--- src/hw/rtl/dttu_pkg.sv ---
// Shared types and constants for the decimal text to uint64 reader.
`default_nettype none
package dttu_pkg;

  localparam int unsigned ValueW  = 64;
  localparam int unsigned ByteW   = 8;
  localparam int unsigned StatusW = 2;
  // Sum width for value*10+digit: four extra bits catch any carry past 2^64-1.
  localparam int unsigned SumW    = ValueW + 4;

  localparam logic [ByteW-1:0] ChSpace = 8'h20;
  localparam logic [ByteW-1:0] ChTab   = 8'h09;
  localparam logic [ByteW-1:0] ChCr    = 8'h0D;
  localparam logic [ByteW-1:0] ChLf    = 8'h0A;
  localparam logic [ByteW-1:0] ChPlus  = 8'h2B;
  localparam logic [ByteW-1:0] ChZero  = 8'h30;
  localparam logic [ByteW-1:0] ChNine  = 8'h39;

  typedef enum logic [1:0] {
    PH_SKIP   = 2'd0,
    PH_SIGN   = 2'd1,
    PH_DIGITS = 2'd2
  } phase_t;

  typedef enum logic [StatusW-1:0] {
    ST_OK     = 2'd0,
    ST_TOOBIG = 2'd1,
    ST_EOI    = 2'd2
  } status_t;

  typedef struct packed {
    logic [ValueW-1:0] value;
    status_t           status;
    logic              consumed;
  } result_t;

  typedef struct packed {
    logic [ByteW-1:0] char_byte;
    logic             end_of_input;
  } in_word_t;

endpackage
`default_nettype wire

--- src/hw/rtl/dttu_in_stage.sv ---
// Input register stage: holds one accepted word until the parser takes it.
`default_nettype none
module dttu_in_stage
  import dttu_pkg::*;
(
  input  wire logic             clk,
  input  wire logic             rst_n,
  input  wire logic             in_valid,
  output logic                  in_stall,
  input  wire logic [ByteW-1:0] in_char_byte,
  input  wire logic             in_end_of_input,
  input  wire logic             adv,
  output logic                  word_valid,
  output in_word_t              word
);

  logic     valid_r;
  in_word_t word_r;

  // Stall only when a word is held and the parser cannot take it.
  assign in_stall   = valid_r && !adv;
  assign word_valid = valid_r;
  assign word       = word_r;

  always_ff @(posedge clk) begin
    if (!rst_n) begin
      valid_r <= 1'b0;
    end else if (!in_stall) begin
      valid_r <= in_valid;
    end
  end

  always_ff @(posedge clk) begin
    if (in_valid && !in_stall) begin
      word_r.char_byte    <= in_char_byte;
      word_r.end_of_input <= in_end_of_input;
    end
  end

endmodule
`default_nettype wire

--- src/hw/rtl/dttu_parse.sv ---
// Parser state and combinational step logic: whitespace, sign, digit accumulation.
`default_nettype none
module dttu_parse
  import dttu_pkg::*;
(
  input  wire logic     clk,
  input  wire logic     rst_n,
  input  wire logic     fire,
  input  wire in_word_t word,
  output logic          res_valid,
  output result_t       res
);

  phase_t            phase_r, phase_nxt;
  logic [ValueW-1:0] acc_r, acc_nxt;
  logic [SumW-1:0]   sum;
  logic              in_digits, after_sign, is_space, is_plus, is_digit;

  assign in_digits  = (phase_r == PH_DIGITS);
  assign after_sign = (phase_r == PH_SIGN);
  assign is_space   = (word.char_byte == ChSpace) || (word.char_byte == ChTab) ||
                      (word.char_byte == ChCr) || (word.char_byte == ChLf);
  assign is_plus    = (word.char_byte == ChPlus);
  assign is_digit   = (word.char_byte >= ChZero) && (word.char_byte <= ChNine);

  // value*10 + digit as (v<<3)+(v<<1)+d; any bit above 63 is overflow.
  assign sum = {1'b0, acc_r, 3'b000} + {3'b000, acc_r, 1'b0} +
               {{(SumW-4){1'b0}}, word.char_byte[3:0]};

  always_comb begin
    res_valid    = 1'b0;
    res.value    = '0;
    res.status   = ST_OK;
    res.consumed = 1'b0;
    phase_nxt    = phase_r;
    acc_nxt      = acc_r;
    priority if (word.end_of_input) begin
      res_valid = 1'b1;
      if (in_digits) begin
        res.value = acc_r;
      end else begin
        res.status = ST_EOI;
      end
    end else if (!in_digits && !after_sign && is_space) begin
      // drop leading whitespace
    end else if (!in_digits && !after_sign && is_plus) begin
      phase_nxt = PH_SIGN;
    end else if (is_digit) begin
      if (sum[SumW-1:ValueW] != '0) begin
        res_valid    = 1'b1;
        res.status   = ST_TOOBIG;
        res.consumed = 1'b1;
      end else begin
        acc_nxt   = sum[ValueW-1:0];
        phase_nxt = PH_DIGITS;
      end
    end else begin
      // non-digit ends the number; push the byte back
      res_valid = 1'b1;
      res.value = in_digits ? acc_r : '0;
    end
    if (res_valid) begin
      phase_nxt = PH_SKIP;
      acc_nxt   = '0;
    end
  end

  always_ff @(posedge clk) begin
    if (!rst_n) begin
      phase_r <= PH_SKIP;
      acc_r   <= '0;
    end else if (fire) begin
      phase_r <= phase_nxt;
      acc_r   <= acc_nxt;
    end
  end

  a_emit_clears: assert property (@(posedge clk) disable iff (!rst_n)
    fire && res_valid |=> (phase_r == PH_SKIP) && (acc_r == '0))
    else $error("parser state not cleared after a result");

  a_acc_only_in_digits: assert property (@(posedge clk) disable iff (!rst_n)
    (acc_r != '0) |-> (phase_r == PH_DIGITS))
    else $error("nonzero value outside digit phase");

  a_toobig_form: assert property (@(posedge clk) disable iff (!rst_n)
    fire && res_valid && (res.status == ST_TOOBIG) |-> res.consumed && (res.value == '0))
    else $error("overflow result malformed");

endmodule
`default_nettype wire

--- src/hw/rtl/dttu_out_stage.sv ---
// Result register: holds one result word until the receiver takes it.
`default_nettype none
module dttu_out_stage
  import dttu_pkg::*;
(
  input  wire logic               clk,
  input  wire logic               rst_n,
  input  wire logic               fire,
  input  wire logic               res_valid,
  input  wire result_t            res,
  output logic                    adv,
  output logic                    out_valid,
  input  wire logic               out_stall,
  output logic [ValueW-1:0]       out_number_value,
  output logic [StatusW-1:0]      out_status,
  output logic                    out_byte_consumed
);

  logic    valid_r;
  result_t res_r;

  // The slot is free when empty or being taken this cycle.
  assign adv               = !valid_r || !out_stall;
  assign out_valid         = valid_r;
  assign out_number_value  = res_r.value;
  assign out_status        = res_r.status;
  assign out_byte_consumed = res_r.consumed;

  always_ff @(posedge clk) begin
    if (!rst_n) begin
      valid_r <= 1'b0;
    end else if (adv) begin
      valid_r <= fire && res_valid;
    end
  end

  always_ff @(posedge clk) begin
    if (fire && res_valid) begin
      res_r <= res;
    end
  end

endmodule
`default_nettype wire

--- src/hw/rtl/decimal_text_to_uint64_top.sv ---
// Top level of the decimal text to uint64 reader.
//
// Input channel (in_valid / in_stall): one word per handshake, a character byte
// plus an end_of_input flag; the byte is ignored when end_of_input is set.
// Result channel (out_valid / out_stall): one word per finished number with the
// value, a status (ok, too big, end of input before number) and whether the
// terminating byte was eaten. Most input words give no result.
// Throughput: one input word per cycle unless out_stall holds back a result,
// with the parser step (a 68-bit three-operand add for value*10+digit)
// combinational between two registers. The word that ends a number passes the
// input register, then the result register, whose load raises out_valid.
// Reset (rst_n low, synchronous): both registers empty, parser back in the
// whitespace phase with a cleared value.
// Stall: while out_stall holds a pending result, the parser freezes and the
// input register stalls the sender once it is full; words are never dropped.
`default_nettype none
module decimal_text_to_uint64_top
  import dttu_pkg::*;
(
  input  wire logic               clk,
  input  wire logic               rst_n,
  input  wire logic               in_valid,
  output logic                    in_stall,
  input  wire logic [ByteW-1:0]   in_char_byte,
  input  wire logic               in_end_of_input,
  output logic                    out_valid,
  input  wire logic               out_stall,
  output logic [ValueW-1:0]       out_number_value,
  output logic [StatusW-1:0]      out_status,
  output logic                    out_byte_consumed
);

  logic     adv;
  logic     word_valid;
  in_word_t word;
  logic     fire;
  logic     res_valid;
  result_t  res;

  // Advance the held word into the parser when the result slot can take it.
  assign fire = word_valid && adv;

  dttu_in_stage u_in (
    .clk,
    .rst_n,
    .in_valid,
    .in_stall,
    .in_char_byte,
    .in_end_of_input,
    .adv,
    .word_valid,
    .word
  );

  dttu_parse u_parse (
    .clk,
    .rst_n,
    .fire,
    .word,
    .res_valid,
    .res
  );

  dttu_out_stage u_out (
    .clk,
    .rst_n,
    .fire,
    .res_valid,
    .res,
    .adv,
    .out_valid,
    .out_stall,
    .out_number_value,
    .out_status,
    .out_byte_consumed
  );

endmodule
`default_nettype wire

--- config.mk ---
export PLATFORM = sky130hd
export DESIGN_NAME = decimal_text_to_uint64_top
export DESIGN_NICKNAME = d
export VERILOG_FILES = /design/src/hw/rtl/dttu_pkg.sv /design/src/hw/rtl/dttu_in_stage.sv /design/src/hw/rtl/dttu_parse.sv /design/src/hw/rtl/dttu_out_stage.sv /design/src/hw/rtl/decimal_text_to_uint64_top.sv
export SDC_FILE = /design/constraint.sdc
export NUM_CORES = 1
export LEC_CHECK = 0
export BUFFER_PORTS_ARGS = -buffer_cell sky130_fd_sc_hd__buf_2
export CORE_ASPECT_RATIO = 0.6
export CORE_MARGIN = 3
export CORE_UTILIZATION = 24
export CTS_BUF_LIST = sky130_fd_sc_hd__clkbuf_2 sky130_fd_sc_hd__clkbuf_4 sky130_fd_sc_hd__clkbuf_8
export DETAILED_ROUTE_END_ITERATION = 10
export GPL_TIMING_DRIVEN = 0
export SLEW_MARGIN = 20
export SYNTH_ARGS = -nofsm -noshare
export SYNTH_HDL_FRONTEND = slang
export SYNTH_SLANG_ARGS = --single-unit
--- constraint.sdc ---
create_clock -name clk -period 6.8 [get_ports clk]
set_clock_uncertainty 0.05 [all_clocks]
set_input_delay 0.34 -clock clk [delete_from_list [all_inputs] [get_ports clk]]
set_output_delay 0.34 -clock clk [all_outputs]
set_load 0.01 [all_outputs]
* After elaboration in Yosys (flattened, before gate mapping) *
Cells that the tools add are included.

word-level totals
  ROM bits = 0
  logic and storage cells = 75
  memories = 0
  bits of input ports = 13
  output and inout port bits = 69
  register bits = 144
  RAM bits = 0
  latch bits = 0

cells by class
  magnitude comparators = 2
  reductions and logical operators = 24
  eq/ne operators = 12
  shifts and indexed selects = 0
  divide/modulo/power cells = 0
  $mul = 0
  bitwise operators = 1
  $add $sub $neg = 2
  multiplexer cells = 25

operators by type and width
  operator              count
  $mux W64              8
  $mux W67              2
  $add A67 B65 Y68      1
  $add A68 B4 Y68       1
  $mux W66              1
  $eq A8 B4 Y1 const B  3
  $mux W2               9
  $eq A8 B6 Y1 const B  2
  $ge A8 B6 Y1 const B  1
  $le A8 B6 Y1 const B  1
  $logic_and A1 B1 Y1   8
  $ne A2 B1 Y1 const B  4
  $logic_not A1 Y1      6
  $reduce_and A6 Y1     1
  $mux W1               5
  $reduce_and A5 Y1     1
  $logic_or A1 B1 Y1    4
  $reduce_bool A4 Y1    1
  $reduce_or A4 Y1      1
  $ne A3 B1 Y1 const B  1
  $reduce_bool A3 Y1    1
  $eq A2 B1 Y1 const B  1
  $eq A2 B2 Y1 const B  1
  $reduce_bool A2 Y1    1
  $not A1 Y1            1

* Longest topological paths before layout *
  depth in word-level cells = 10
  gate-level depth with buffers = 16
  gate-level depth less buffers = 14

* Hierarchy *
From an unflattened synthesis, not the netlist that was laid out.

second synthesis, totals
  cells, all modules = 990
  area, all modules = 9883.2 sq um

modules (own cells, without submodules)
  module                      area each (sq um)  times used  sequential area each (sq um)  cells an instance
  dttu_parse                  7502.2             1           1321.3                        904
  dttu_out_stage              2057.0             1           2031.9                        72
  dttu_in_stage               317.8              1           290.3                         13
  decimal_text_to_uint64_top  6.3                1           0.0                           1

* Worst setup path after synthesis *
OpenSTA, ideal clock, no wires.

  path kind = reg2reg
  start point = register u_in.word_r, in the netlist u_in.word[4]
  end point = register u_out.res_r, in the netlist u_out.out_byte_consumed (enable)
  library setup time = 514 ps
  slack = -301 ps
  buffers on the path = 0
  cell stages (with the launch flop) = 15
  arrival time = 6537 ps
  clock period less this slack = 7101 ps
  data required time = 6236 ps
  cell sequence = edfxtp_1 inv_1 fa_1 inv_1 ha_1 a211oi_1 nor2_1 a2111oi_0 nor3b_1 a22oi_1 nand2_1 a311oi_1 a211o_2 nand2_1 a21oi_1

between the ends
  word-level cells in the longest chain between the ends = 8
  elaborated cells between the ends (all ways) = 21
  classes of those cells = add/sub: 1; order compare: 2; eq/ne: 5; mux: 5; reduce/logical: 8

RTL lines
  element                                                   line                                text
  from (decl)                                               dttu_in_stage.sv:18                 in_word_t word_r;
  $add A68 B4 Y68, or another cell as far along             dttu_parse.sv:27                    assign sum = {1'b0, acc_r, 3'b000} + {3'b000, acc_r, 1'b0} +
  $reduce_bool A4 Y1 or $logic_or A1 B1 Y1 (tied branches)  dttu_parse.sv:49, dttu_parse.sv:21
  $mux W1 or $logic_or A1 B1 Y1 (tied branches)             dttu_parse.sv:49, dttu_parse.sv:21
  $mux W1 or $logic_or A1 B1 Y1 (tied branches)             dttu_parse.sv:48, dttu_parse.sv:22
  $mux W1 or $logic_and A1 B1 Y1 (tied branches)            dttu_parse.sv:46, dttu_parse.sv:44
  $mux W1 *                                                 dttu_parse.sv:44                    end else if (!in_digits && !after_sign && is_space) begin
  $mux W1 *                                                 dttu_parse.sv:37                    priority if (word.end_of_input) begin
  $logic_and A1 B1 Y1 *                                     dttu_out_stage.sv:38                if (fire && res_valid) begin
  to (signal assigned)                                      dttu_out_stage.sv:39                res_r <= res;
  to (decl)                                                 dttu_out_stage.sv:20                result_t res_r;

Mark *: on every way between the ends. The rest lies on a longest branch, timed or not.
A chain may end at the register's enable or synchronous reset.

* Final worst setup path *
  start point = register u_in.word_r, in the netlist u_in.word[4]
  end point = register u_out.res_r, in the netlist u_out.out_number_value[21] (enable)

The elaborated chain is that of the path after synthesis.

==> impl_results.md <==
* Final TNS setup at 0 ns
* Initial antenna violation count at 0
* Logic pwr share at 4.6%
* Critical Path Source Type: flip-flop
* Commonest non-fill, non-tap cell in the layout: nand2_1
* Outcome: finished, final reports clean
* Global-route wire length before repair at 45.3 mm
* # setup viols final at 0
* Minimum clock period at 5.28 ns
* Count of final max-slew check failures at 0
* Worst hold path type: in2reg
* Total internal power at 1.31 mW
* Non-filler instance count after layout at 1746
* Avg Inst Size Synth at 9.47 um^2
* Tcrit/Tclk final at 77.7%
* Critical path class: reg2reg
* Worst-path cell chain: inv_1 > fa_1 > inv_1 > ha_1 > a211oi_1 > nor2_1 > a2111oi_1 > nor3b_1 > a22oi_1 > nand2_1 > a311oi_1 > a211o_2 > nand2_1 > a21oi_4 > buf_16 > buf_16
* Syn-to-layout area delta at 17.1%
* Maximum VDD drop at 0.0000978 V
* NetSw at 0.434 mW
* Post-synth net total at 1201
* WL final at 28.5 mm
* Crit path from: u_in.word[4]
* Layout Utilization at 28.7%
* Hold_sp: rst_n
* Hold Vio Cnt, Final at 0
* CTS buffer count at 17
* Placed Cells at 1702
* Vias in the first global route at 7939
* Async SR Flop Fraction at 0%
* CTS clk-pin slew, worst paths at 0.10 ns
* Area leader, netlist: edfxtp_1
* Post-detail-place hpwl at 23.0 mm
* Leakage at 4.75 nW
* Initial Util at 24.5%
* EDFF count, synth at 76
* Worst Hold Depth at 2
* Final Wtd Congestion at 0.878
* Reg2reg path depth at 16
* Core Region at 40900 um^2
* Grt total ovfl at 0
* Slowest cell on the critical path: a2111oi_1
* # DRC at 0
* Syn Inst Count at 1058
* Share of cells above drive strength 1 at 16.3%
* Hold_ws at 0.0627 ns
* Num rows at 57
* Die Y at 164 um
* Final worst slack at 1.52 ns
* Starting DRT DRC Count at 792
* Global Route Usage Sum at 13.1%
* Place WS at 1.63 ns
* Crit path DAT at 5.43 ns
* Fin nets at 1314
* Count of input and output buffers at 81
* Root buffer cell: clkbuf_8
* Net Sw Frac at 24.8%
* Setup bufs post-CTS at 0
* Reg2reg start: u_in.word[4]
* Area fraction of the dominant cell type after synthesis at 22.8%
* Rel. slew slack at 25.5%
* Most frequent cells in the layout: nand2_1 (131), ha_1 (128), a21oi_1 (87)
* CP Data Required Time at 6.95 ns
* RSZ-0062 raised after global routing: false
* Post-Syn Area at 10000 um^2
* CTS tree: yes
* Slew @ Worst Pin at 1.11 ns
* Part of the power in registers at 54.2%
* Crit end category: flip-flop
* FF-to-FF setup slack at 1.52 ns
* PD cells at 149 nW/um^2
* Critical Path Max Stage Delay at 0.94 ns
* Ys flop type: edfxtp_1
* CTS sink count at 144
* YS warnings at 0
* Power share of the clock group at 41.2%
* Post-synthesis cell type count at 71
* Later-pin clock latency in the skew report at 0.50 ns
* Max Freq at 189 MHz
* Largest fanout on the critical path at 23
* Max-Cap Viols at 0
* Vias/cell at 4.82
* Register bit count reported by yosys at 144
* CTS max path bufs at 2
* Wirelength per Cell at 16.3 um
* Ports at 82
* Via count at 8412
* Die ar. at 44300 um^2
* Resized Gates After CTS at 0
* Largest net degree at the start of global routing at 24
* Die width at 270 um
* Post-synthesis sequential area ratio at 36.4%
* Drt first pass iters at 5
* Ranking of synthesized cells by area: edfxtp_1 (23%), ha_1 (16%), dfxtp_1 (14%)
* Antenna-violating nets left at 0
* CTS H-tree depth at 4
==> kinds of logic (layout without fill, tap and decap cells) <==
kind of cell | after synthesis | in the layout | synth area share, %
AND/OR/NAND/NOR | 345 | 345 | 17.2
AO/OA/AOI/OAI | 308 | 308 | 21.2
buffers and inverters | 71 | 197 | 3.63
XOR/XNOR | 59 | 59 | 5.16
multiplexers | 1 | 1 | 0.112
adder cells (fa/ha/maj) | 130 | 130 | 16.4
other | 0 | 2 | 0
flip-flops | 144 | 144 | 36.4
==> registers in the layout, indices dropped and copies added, names as in the netlist <==
name                     flops
u_in.word                    9
u_in.word_valid              1
u_out.out_byte_consumed      1
u_out.out_number_value      64
u_out.out_status             2
u_out.out_valid              1
u_parse.acc_r               64
u_parse.phase_r              2
==> final timing paths <==
path | to
setup / recovery | u_out.out_number_value[21]
hold / removal | u_in.word_valid
setup reg to reg | u_out.out_number_value[21]
hold reg to reg | u_parse.phase_r[1]
==> what timing repair did <==
action | in CTS | in global routing
hold buffers | 10 | 0
endpoints found under the setup margin | 0 | 0
endpoints found under the hold margin | 10 | 0
==> power by group through the flow <==
stage	clock network, mW	registers, mW	logic (mW)
6_report	0.719	0.946	0.0810
5_1_grt	0.778	0.949	0.0886
4_1_cts	0.740	0.948	0.0820
3_5_place_dp	0	0.967	0.0773
3_3_place_gp	0	0.970	0.0687
2_1_floorplan	0	0.975	0.0235
==> critical path, delay by kind of cell (launching register included) <==
family	cells	cell delay, ns
buffers and inverters	4	0.57
flip-flops	1	0.41
adder cells (fa/ha/maj)	2	0.92
AO/OA/AOI/OAI	6	2.46
AND/OR/NAND/NOR	4	0.54
==> synth_stat cells (4+ instances only) <==
master     number
a2111oi_0       5
a211oi_1       10
a21o_1         18
a21oi_1        88
a22o_1          9
a31oi_1         7
and2_1         66
and3_1          5
and4_1          6
buf_12          5
clkbuf_1       39
dfxtp_1        68
edfxtp_1       76
ha_1          128
inv_1          21
nand2_1       131
nand2b_1        7
nand3_1        15
nand4_1        21
nor2_1         47
nor2b_1         4
nor3_1         17
nor4_1          5
o211ai_1        7
o21a_1         12
o21ai_0        45
o21ai_2        50
o21bai_1       18
o31ai_1         4
or3_1           5
xnor2_1        28
xor2_1         31
==> area by class of cell <==
type                       instances  area [um^2]
fill                            4313        29100
multi-input combinational        843         6030
sequential                       144         3640
tap                              560          701
timing repair buffer              94          588
buffer                            50          285
clock buffer                      19          255
clock inverter                    13          149
inverter                          21         78.8
antenna                            2         5.00
==> per-layer routing <==
metal  vias to the layer above  global-route usage, %  routed length, um
met5                         -                      0                  0
met3                        15                   3.33               1770
met1                      4007                   21.4              16300
li1                       4145                      -                  -
met2                       245                   16.5              10200
met4                         0                   2.66                184
==> per-stage QoR <==
stage / total power, mW / instance area [um^2]
detailed placement: 1.04 / 11200
finish: 1.75 / 11700
CTS: 1.77 / 11700
global route: 1.82 / 11700
floorplan: 0.999 / 10000
global placement: 1.04 / 11100
No activity file was read; power rests on OpenSTA's default activity.
